File: src/rtl/ecgr_pkg.sv
package ecgr_pkg;

	typedef struct packed {
		logic [15:0]        processed_sample;
		logic signed [15:0] raw_sample;
		logic [31:0]        packet_number;
	} in_word_t;

	typedef struct packed {
		logic        r_found;
		logic [31:0] r_packet;
		logic [15:0] r_offset;
		logic [15:0] heart_rate;
	} out_word_t;

	// controller to datapath
	typedef struct packed {
		logic load;      // capture input word
		logic track;     // update counters, peak, window sum
		logic div_start; // start shared divider
		logic div_hr;    // divider operands: 1 heart rate, 0 threshold
		logic div_step;  // one restoring step
		logic thr_load;  // take new threshold from the quotient
		logic decide;    // compare with threshold, write rr ring on a beat
		logic finish;    // commit results
	} ctrl_t;

	// datapath to controller
	typedef struct packed {
		logic win_close;
		logic beat;
	} stat_t;

	localparam logic [10:0] RR_RESET     = 11'd220;
	localparam logic [8:0]  HR_SCALE     = 9'd480;
	localparam logic [15:0] THRESH_RESET = 16'd8;
	localparam int          DIV_W        = 27;
	localparam logic [1:0]  REG_SAMPLE_RATE = 2'd0;

endpackage

File: src/rtl/ecgr_ctrl.sv
module ecgr_ctrl (
	input  logic            clk,
	input  logic            arst_n,
	input  logic            in_valid,
	output logic            in_stall,
	output logic            out_valid,
	input  logic            out_stall,
	input  ecgr_pkg::stat_t st,
	output ecgr_pkg::ctrl_t cmd
);

	typedef enum logic [2:0] {IDLE, TRACK, TDIV, DECIDE, HSTART, HDIV, FIN} state_t;
	state_t state_q;
	logic [4:0] cnt_q;
	logic ov_q;

	assign in_stall  = (state_q != IDLE);
	assign out_valid = ov_q;

	always_comb begin
		cmd = '0;
		cmd.load      = (state_q == IDLE) && in_valid && !in_stall;
		cmd.track     = (state_q == TRACK);
		cmd.div_hr    = (state_q == HSTART);
		cmd.div_start = (state_q == TRACK && st.win_close) || (state_q == HSTART);
		cmd.div_step  = (state_q == TDIV || state_q == HDIV) && (cnt_q != 5'd0);
		cmd.thr_load  = (state_q == TDIV) && (cnt_q == 5'd0);
		cmd.decide    = (state_q == DECIDE);
		// commit waits until the previous word has left
		cmd.finish    = (state_q == FIN) && (!ov_q || !out_stall);
	end

	// sequencing: track, threshold divide when the window closes, decide, heart rate divide on a beat, commit
	always_ff @(posedge clk or negedge arst_n) begin
		if (!arst_n) begin
			state_q <= IDLE;
			cnt_q   <= '0;
			ov_q    <= 1'b0;
		end else begin
			if (ov_q && !out_stall) ov_q <= 1'b0;
			unique case (state_q)
				IDLE: if (cmd.load) state_q <= TRACK;
				TRACK: begin
					if (st.win_close) begin
						state_q <= TDIV;
						cnt_q   <= 5'(ecgr_pkg::DIV_W);
					end else state_q <= DECIDE;
				end
				TDIV: begin
					if (cnt_q != 5'd0) cnt_q <= cnt_q - 5'd1;
					else state_q <= DECIDE;
				end
				DECIDE: begin
					if (st.beat) state_q <= HSTART;
					else state_q <= FIN;
				end
				HSTART: begin
					state_q <= HDIV;
					cnt_q   <= 5'(ecgr_pkg::DIV_W);
				end
				HDIV: begin
					if (cnt_q != 5'd0) cnt_q <= cnt_q - 5'd1;
					else state_q <= FIN;
				end
				FIN: begin
					if (cmd.finish) begin
						state_q <= IDLE;
						ov_q    <= 1'b1;
					end
				end
				default: state_q <= IDLE;
			endcase
		end
	end

endmodule

File: src/rtl/ecgr_datapath.sv
module ecgr_datapath #(
	parameter int BUFFER_DEPTH = 1024
) (
	input  logic                clk,
	input  logic                arst_n,
	input  logic [10:0]         sample_rate,
	input  ecgr_pkg::in_word_t  in_word,
	input  ecgr_pkg::ctrl_t     cmd,
	output ecgr_pkg::stat_t     st,
	output ecgr_pkg::out_word_t out_word
);

	localparam int SC_W = $clog2(BUFFER_DEPTH);
	localparam int DW = ecgr_pkg::DIV_W;

	ecgr_pkg::in_word_t in_q;
	logic [31:0] last_packet_q, peak_packet_q, report_packet_q;
	logic [15:0] point_q, peak_offset_q, report_offset_q, rate_q, thr_q;
	logic signed [15:0] peak_value_q;
	logic [10:0] rr_q, win_pos_q;
	logic [SC_W-1:0] sc_q;
	logic [26:0] win_sum_q;
	logic above_q, beat_q, full_q, found_q;
	logic [10:0] ring_q [8];
	logic [2:0] ring_idx_q;
	logic [13:0] ring_sum_q;

	// divider state
	logic [DW-1:0] quo_q, rem_q, dvs_q;

	// combinational tracking of the current word
	logic [SC_W-1:0] sc_n;
	logic [15:0] point_n;
	logic new_peak;
	logic [26:0] wsum_n;
	logic [10:0] wpos_n;
	logic full_n;
	logic proc_above;
	assign sc_n     = sc_q + 1'b1;
	assign point_n  = (last_packet_q != in_q.packet_number) ? 16'd1 : point_q + 16'd1;
	assign new_peak = in_q.raw_sample > peak_value_q;
	assign wsum_n   = win_sum_q + 27'(in_q.processed_sample);
	assign wpos_n   = win_pos_q + 11'd1;
	assign full_n   = sc_n >= SC_W'(BUFFER_DEPTH - 1);

	// threshold compare against the threshold already updated for this word
	assign proc_above = in_q.processed_sample > thr_q;

	assign st.win_close = (sample_rate != 11'd0) && (wpos_n >= sample_rate);
	assign st.beat = !full_q && proc_above && !above_q;

	logic [DW:0] trial;
	assign trial = {rem_q, quo_q[DW-1]} - {1'b0, dvs_q};

	logic [16:0] thr_avg;
	assign thr_avg = 17'(thr_q) + 17'(quo_q);

	logic [13:0] ring_sum_n;
	always_comb begin
		ring_sum_n = '0;
		for (int i = 0; i < 8; i++)
			ring_sum_n = ring_sum_n + 14'(ring_q[i]);
	end

	always_ff @(posedge clk or negedge arst_n) begin
		if (!arst_n) begin
			last_packet_q <= '0; point_q <= '0; peak_value_q <= '0;
			peak_packet_q <= '0; peak_offset_q <= '0; rr_q <= '0; sc_q <= '0;
			ring_idx_q <= '0; win_pos_q <= '0; win_sum_q <= '0;
			thr_q <= ecgr_pkg::THRESH_RESET; above_q <= 1'b0;
			report_packet_q <= '0; report_offset_q <= '0; rate_q <= '0;
			beat_q <= 1'b0; full_q <= 1'b0; found_q <= 1'b0;
			for (int i = 0; i < 8; i++) ring_q[i] <= ecgr_pkg::RR_RESET;
		end else begin
			if (cmd.track) begin
				sc_q <= sc_n;
				last_packet_q <= in_q.packet_number;
				point_q <= point_n;
				if (new_peak) begin
					peak_value_q  <= in_q.raw_sample;
					rr_q          <= 11'(sc_n);
					peak_packet_q <= in_q.packet_number;
					peak_offset_q <= point_n;
				end
				if (sample_rate == 11'd0 || st.win_close) begin
					win_pos_q <= '0; win_sum_q <= '0;
				end else begin
					win_pos_q <= wpos_n; win_sum_q <= wsum_n;
				end
				full_q <= full_n;
			end
			// threshold update once its quotient is ready
			if (cmd.thr_load) thr_q <= thr_avg[16:1];
			// rising edge above threshold and rr ring write
			if (cmd.decide) begin
				above_q <= proc_above;
				beat_q  <= st.beat;
				if (st.beat) begin
					ring_q[ring_idx_q] <= rr_q;
					ring_idx_q <= ring_idx_q + 3'd1;
				end
			end
			if (cmd.finish) begin
				found_q <= beat_q;
				if (full_q) begin
					rate_q <= '0; rr_q <= '0; peak_value_q <= '0; sc_q <= '0;
				end else if (beat_q) begin
					report_packet_q <= peak_packet_q;
					report_offset_q <= peak_offset_q;
					rr_q <= '0; peak_value_q <= '0;
					if (ring_sum_q == 14'd0) rate_q <= '0;
					else if (quo_q > 27'hFFFF) rate_q <= 16'hFFFF;
					else rate_q <= quo_q[15:0];
				end
			end
		end
	end

	// payload and shared restoring divider
	always_ff @(posedge clk) begin
		if (cmd.load) in_q <= in_word;
		if (cmd.div_start) begin
			rem_q <= '0;
			if (!cmd.div_hr) begin
				quo_q <= wsum_n;
				dvs_q <= 27'(sample_rate);
			end else begin
				quo_q <= 27'(ecgr_pkg::HR_SCALE) * 27'(sample_rate);
				dvs_q <= (ring_sum_n == 14'd0) ? 27'd1 : 27'(ring_sum_n);
				ring_sum_q <= ring_sum_n;
			end
		end else if (cmd.div_step) begin
			if (!trial[DW]) begin
				rem_q <= trial[DW-1:0];
				quo_q <= {quo_q[DW-2:0], 1'b1};
			end else begin
				rem_q <= {rem_q[DW-2:0], quo_q[DW-1]};
				quo_q <= {quo_q[DW-2:0], 1'b0};
			end
		end
	end

	assign out_word.r_found    = found_q;
	assign out_word.r_packet   = report_packet_q;
	assign out_word.r_offset   = report_offset_q;
	assign out_word.heart_rate = rate_q;

endmodule

File: src/rtl/ecg_r_wave_detector.sv
// an accepted word is tracked, divided for the threshold when the threshold window
// closes, compared, divided for the heart rate on a beat, then committed (27-step shared
// restoring divider); one word in flight, the next taken after the commit; a waiting
// result holds back only the commit, not the input
// reset: arst_n clears detector state at once; threshold 8, rr ring 220, sample rate 250
module ecg_r_wave_detector #(
	parameter int BUFFER_DEPTH = 1024
) (
	input  logic                clk,
	input  logic                arst_n,
	input  logic                in_valid,
	output logic                in_stall,
	input  ecgr_pkg::in_word_t  in_data,
	output logic                out_valid,
	input  logic                out_stall,
	output ecgr_pkg::out_word_t out_data,
	input  logic                psel,
	input  logic                penable,
	input  logic                pwrite,
	input  logic [1:0]          paddr,
	input  logic [31:0]         pwdata,
	output logic [31:0]         prdata,
	output logic                pready
);

	ecgr_pkg::ctrl_t cmd;
	ecgr_pkg::stat_t st;
	logic [10:0] rate_q;

	assign pready = 1'b1;
	assign prdata = (paddr == ecgr_pkg::REG_SAMPLE_RATE) ? {21'd0, rate_q} : 32'd0;

	// sample rate register
	always_ff @(posedge clk or negedge arst_n) begin
		if (!arst_n) rate_q <= 11'd250;
		else if (psel && penable && pwrite && paddr == ecgr_pkg::REG_SAMPLE_RATE)
			rate_q <= pwdata[10:0];
	end

	ecgr_ctrl u_ctrl (
		.clk, .arst_n, .in_valid, .in_stall, .out_valid, .out_stall, .st, .cmd
	);

	ecgr_datapath #(.BUFFER_DEPTH(BUFFER_DEPTH)) u_dp (
		.clk, .arst_n, .sample_rate(rate_q), .in_word(in_data), .cmd, .st,
		.out_word(out_data)
	);

endmodule

File: config.mk
export PLATFORM = sky130hd
export DESIGN_NAME = ecg_r_wave_detector
export DESIGN_NICKNAME = d
export VERILOG_FILES = /design/src/rtl/ecgr_pkg.sv /design/src/rtl/ecgr_ctrl.sv /design/src/rtl/ecgr_datapath.sv /design/src/rtl/ecg_r_wave_detector.sv
export SDC_FILE = /design/constraint.sdc
export NUM_CORES = 1
export LEC_CHECK = 0
export ABC_AREA = 1
export ABC_CLOCK_PERIOD_IN_PS = 5900
export BUFFER_PORTS_ARGS = -buffer_cell sky130_fd_sc_hd__buf_2
export CORE_ASPECT_RATIO = 0.7
export CORE_MARGIN = 10
export CORE_UTILIZATION = 40
export CTS_CLUSTER_DIAMETER = 80
export CTS_CLUSTER_SIZE = 24
export DETAILED_ROUTE_END_ITERATION = 7
export GPL_TIMING_DRIVEN = 0
export PLACE_DENSITY_LB_ADDON = 0.05
export RECOVER_POWER = 50
export SLEW_MARGIN = 20
export SYNTH_ARGS = -nofsm -noshare
export SYNTH_HDL_FRONTEND = slang
export SYNTH_HIERARCHICAL = 1
export SYNTH_SLANG_ARGS = --single-unit
File: constraint.sdc
create_clock -name clk -period 5.9 [get_ports clk]
set_input_delay 0.59 -clock clk [delete_from_list [all_inputs] [get_ports clk]]
set_output_delay 0.59 -clock clk [all_outputs]
set_load 0.02 [all_outputs]
==> summary by stage <==
Synth
The synthesis-stage register bit count is 512. By area the synthesized netlist is led by sky130_fd_sc_hd__dfrtp_1, sky130_fd_sc_hd__nand2_1, sky130_fd_sc_hd__edfxtp_1. Yosys mapped a number of flops with a built-in enable equal to 119.

The cell area after synthesis is 29700 um2. The cell accounting for the most synthesized area is sky130_fd_sc_hd__dfrtp_1. The sequential cell area fraction in the yosys report is between 40 and 50%. In this run, distinct cell masters in the synthesized netlist total 57. The cell count after synthesis came out at 3693.

After synthesis, the mean cell area works out to 8.05 um2. The fraction of registers with async set or reset after synthesis is 71.5%. The top-area cell type share of the netlist area is 26.9%. The primary flip-flop cell chosen by synthesis mapping is sky130_fd_sc_hd__dfrtp_1. Yosys printed 6 warnings.

Global route
The first-pass GRT wire length is approximately 130000 um. Entering global routing, the biggest net connects 91 pins. The number of antenna violations at the first check in global routing was 0.

The via count of the first global-routing pass came to 22.6k. The remaining global-route overflow is 0. The total track usage is 19.6%.

Worst setup path
For the worst setup path, the data arrival time is 5.32 ns. The kind of launch point of the worst setup path is a flop. The family of cells with the greatest summed delay on the critical path is simple AND/OR/NAND/NOR gates.

The slowest stage of the critical path is the sky130_fd_sc_hd__inv_2 cell. The slack of the worst reg-to-reg path is roughly 0.85 ns. The number of buffers and inverters on the critical path is 7. The worst path required time is approximately 6.2 ns. The critical path endpoint category is a flop. The biggest cell delay along the critical path is between 0.5 and 0.6 ns. Walking the worst path, the cells encountered are ha_1 -> nand2_1 -> nor2_1 -> inv_1 -> nor2_1 -> nand3_1 -> xor2_1 -> inv_1 -> ha_1 -> nand2_1 -> nor4_1 -> a21oi_1 -> nand2_1 -> inv_1 -> nor2_1 -> inv_1 -> nand3_2 -> nand2_4 -> nor2_2 -> clkbuf_1 -> nor2_1 -> clkbuf_1 -> inv_2. The largest fanout on the critical path is 27.

The category of the most critical setup path is flop to flop.

Clock tree
The number of buffers inserted for hold repair after clock tree synthesis is 1. The clock transition at the registers of the reported paths is 0.10 ns. The CTS tree is done.

The H-tree depth is 1. Clock tree synthesis selected as its root buffer the cell sky130_fd_sc_hd__clkbuf_16. The post-cts gate resize count is 0.

The total clock buffers created by CTS is 31. The maximum count of clock buffers along a single path is 3. Clock tree synthesis found a total of ~500 sinks. The clock insertion delay at the later pin of the skew report is 0.66 ns.

The post-CTS setup buffer count is 0.

Power
VDD sags by at most about 0.00026 V. The leakage power total is 16.6 nW. Power spread over the standard cell area amounts to 546 nW/um2.

Timing
The worst slew margin relative to its limit is -106%. The slew at the pin closest to its max-slew limit is 3.10 ns. The clock skew after layout is between 0.04 and 0.05 ns. The post-layout minimum cycle time is approximately 5.0 ns.

The number of hold violations in the final report was 0. The final count of pins violating max slew is around 140. The setup violation total in the final timing report is 0. The post-route clock period utilization is 85.6%.

Setup repair after global routing left no endpoint under its margin. The peak clock frequency supported by timing is approximately 0.2 GHz. Hold timing on the final database bottoms out at a slack of 0.0984 ns.

Routing
The routed design has between 80000 and 90000 um of wire. The top routing layer in use is met4. Wire segments on met2 add up to 33100 um in the final route. The number of violations reported at the end of detailed-routing iteration 0 is between 2k and 2.5k. The average wire per standard cell is 17.4 um. In the final routing, the length of wire on met1 measures 46300 um.

The via density per instance is 4.89. Before antenna repair, the detailed router went through 5 iterations. The wire length on met3 is 5120 um. The detailed router placed 24.0k vias in this run.

For this run, design rule violations remaining after detail routing come to 0. The number of antenna-violating nets in the routed design is 0.

Floorplanning
The count of boundary I/O pins is 205. The die height is 248 um. The horizontal extent of the die is 346 um. The die area is 85800 um2. The initial utilization of the core area, before any placement, comes to 40.4%. The number of rows in the core area is a little over 80. The core footprint is 73500 um2.

Status
The run finished, with violations left. The checks that failed: capacitance limit, slew limit.

Place
Once placement completed, the tool counted placed cells totaling 4859. Port buffering added 161 buffers. The last weighted congestion value of the routability-driven placer is 0.886. The placed instances occupy a cell area of 32000 um2.

The HPWL after detailed placement is 65400 um.

Cells and area
The layout net count is 4239. The final cell area excluding filler cells is 32800 um2. Relative to the synthesized area, the layout overhead comes to 10.5%. The number of filler cells placed in the layout is about 7.6k. 0 antenna diodes ended up in the layout. Of the cells placed in the final design, the portion with a size suffix greater than 1 is 7.23%.

The number of non-filler instances in the completed layout is 4917.

Flow run
The number of max-capacitance violations reported is 2.

Hold path
The class of the tightest hold or removal check is input port to flop.
==> final timing paths <==
kind / endpoint / startpoint / cells after the start
max: u_dp/quo_q[10] / u_dp/win_pos_q[0] / 23
max in group asynchronous: u_dp/ring_q[12] / arst_n / 5
min: u_dp/in_q[13] / in_data[13] / 1
min reg2reg: u_dp/ring_q[7] / u_dp/ring_q[7] / 2
min in group asynchronous: u_dp/win_sum_q[3] / arst_n / 2
max reg2reg: u_dp/quo_q[10] / u_dp/win_pos_q[0] / 23
==> worst reg2reg max path, stage by stage (launching register included) <==
cell and delay, ns:
sky130_fd_sc_hd__dfrtp_1 0.45, sky130_fd_sc_hd__ha_1 0.21, sky130_fd_sc_hd__nand2_1 0.07, sky130_fd_sc_hd__nor2_1 0.09, sky130_fd_sc_hd__inv_1 0.06, sky130_fd_sc_hd__nor2_1 0.23
sky130_fd_sc_hd__nand3_1 0.13, sky130_fd_sc_hd__xor2_1 0.28, sky130_fd_sc_hd__inv_1 0.09, sky130_fd_sc_hd__ha_1 0.32, sky130_fd_sc_hd__nand2_1 0.07, sky130_fd_sc_hd__nor4_1 0.27
sky130_fd_sc_hd__a21oi_1 0.12, sky130_fd_sc_hd__nand2_1 0.10, sky130_fd_sc_hd__inv_1 0.04, sky130_fd_sc_hd__nor2_1 0.08, sky130_fd_sc_hd__inv_1 0.05, sky130_fd_sc_hd__nand3_2 0.15
sky130_fd_sc_hd__nand2_4 0.10, sky130_fd_sc_hd__nor2_2 0.24, sky130_fd_sc_hd__clkbuf_1 0.42, sky130_fd_sc_hd__nor2_1 0.21, sky130_fd_sc_hd__clkbuf_1 0.34, sky130_fd_sc_hd__inv_2 0.56
==> power by group <==
| group | switching [W] | internal [W] | leakage, nW |
|---|---|---|---|
| Clock | 0.00139 | 0.00109 | 0.512 |
| Sequential | 0.000842 | 0.00506 | 5.94 |
| Combinational | 0.00648 | 0.00305 | 10.1 |
| Total | 0.00871 | 0.00920 | 16.6 |
==> metrics by stage <==
stage	total power [W]	setup WS, ns	setup TNS (ns)	utilization [%]
2_1_floorplan	0.0124	1.22	0	-
3_3_place_gp	0.0155	-3.75	-1254.63	43.3
3_5_place_dp	0.0155	0.492	0	43.6
4_1_cts	0.0181	0.444	0	45.0
5_1_grt	0.0196	0.157	0	44.6
6_report	0.0179	0.850	0	44.6
==> kinds of logic after synthesis <==
logic type               Yosys count  share of synthesized area, %
AO/OA/AOI/OAI                    354                          6.32
XOR/XNOR                          74                          2.18
adder cells (fa/ha/maj)          218                          11.4
buffers and inverters            667                          9.23
flip-flops                       512                          44.9
other                              2                        0.0253
AND/OR/NAND/NOR                 1866                          26.0
==> metal layers <==
metal / vias to the layer above / track usage [%]
met1: 11400 / 32.3
li1: 12000 / -
met5: - / 0
met2: 554 / 26.7
met3: 55 / 3.29
met4: 0 / 2.56
==> cells in the mapped netlist, types with 54 or more instances <==
library cell,count
sky130_fd_sc_hd__nand2_1,1211
sky130_fd_sc_hd__inv_1,516
sky130_fd_sc_hd__dfrtp_1,319
sky130_fd_sc_hd__nand3_1,280
sky130_fd_sc_hd__nor2_1,256
sky130_fd_sc_hd__o21ai_0,158
sky130_fd_sc_hd__ha_1,131
sky130_fd_sc_hd__edfxtp_1,119
sky130_fd_sc_hd__a21oi_1,103
sky130_fd_sc_hd__fa_1,87
sky130_fd_sc_hd__clkbuf_1,73
sky130_fd_sc_hd__o21ai_1,54
==> flip-flops by register name, summed over array words and instances (netlist names), 14 cells and up <==
register / flops
u_dp/peak_packet_q: 32
u_dp/ring_q: 88
u_dp/dvs_q: 14
u_dp/thr_q: 16
u_dp/point_q: 16
u_dp/report_packet_q: 32
u_dp/rate_q: 16
u_dp/peak_offset_q: 16
u_dp/quo_q: 27
u_dp/in_q: 64
u_dp/last_packet_q: 32
u_dp/report_offset_q: 16
u_dp/win_sum_q: 27
u_dp/rem_q: 27
u_dp/peak_value_q: 16
u_dp/ring_sum_q: 14
==> layout by cell type (no fill, tap or decap), types with 3 or more instances in the layout <==
cell type	count
sky130_fd_sc_hd__dfxtp_1	27
sky130_fd_sc_hd__o21ai_1	53
sky130_fd_sc_hd__inv_2	14
sky130_fd_sc_hd__o211ai_1	4
sky130_fd_sc_hd__nor2_2	4
sky130_fd_sc_hd__conb_1	22
sky130_fd_sc_hd__o21a_1	5
sky130_fd_sc_hd__fa_1	87
sky130_fd_sc_hd__buf_6	13
sky130_fd_sc_hd__buf_1	3
sky130_fd_sc_hd__nand3_1	280
sky130_fd_sc_hd__nand2_4	4
sky130_fd_sc_hd__nand4_1	41
sky130_fd_sc_hd__nand3_2	7
sky130_fd_sc_hd__dfrtp_1	319
sky130_fd_sc_hd__a211oi_1	4
sky130_fd_sc_hd__nand2_1	1212
sky130_fd_sc_hd__ha_1	131
sky130_fd_sc_hd__nor4_1	11
sky130_fd_sc_hd__clkbuf_1	162
sky130_fd_sc_hd__o22ai_1	3
sky130_fd_sc_hd__nand3b_1	12
sky130_fd_sc_hd__buf_4	29
sky130_fd_sc_hd__xnor2_1	27
sky130_fd_sc_hd__edfxtp_1	119
sky130_fd_sc_hd__nand2_2	5
sky130_fd_sc_hd__o21ai_0	159
sky130_fd_sc_hd__buf_2	101
sky130_fd_sc_hd__nor3_1	23
sky130_fd_sc_hd__a21oi_1	103
sky130_fd_sc_hd__xor2_1	47
sky130_fd_sc_hd__o21bai_1	6
sky130_fd_sc_hd__a21o_1	5
sky130_fd_sc_hd__nor2_1	256
sky130_fd_sc_hd__inv_12	3
sky130_fd_sc_hd__clkbuf_16	32
sky130_fd_sc_hd__inv_1	516
sky130_fd_sc_hd__dfstp_2	46
sky130_fd_sc_hd__or2_2	3
sky130_fd_sc_hd__inv_6	6
==> layout make-up <==
type	instances	area, um2	area share, %
Multi-Input combinational cell	2534	13700	41.7
Buffer	136	743	2.26
Clock inverter	17	216	0.659
Tap cell	977	1220	3.72
Clock buffer	40	831	2.53
Timing Repair Buffer	170	798	2.43
Inverter	531	1990	6.07
Sequential cell	512	13300	40.6
(Power assumes the default switching activity.)
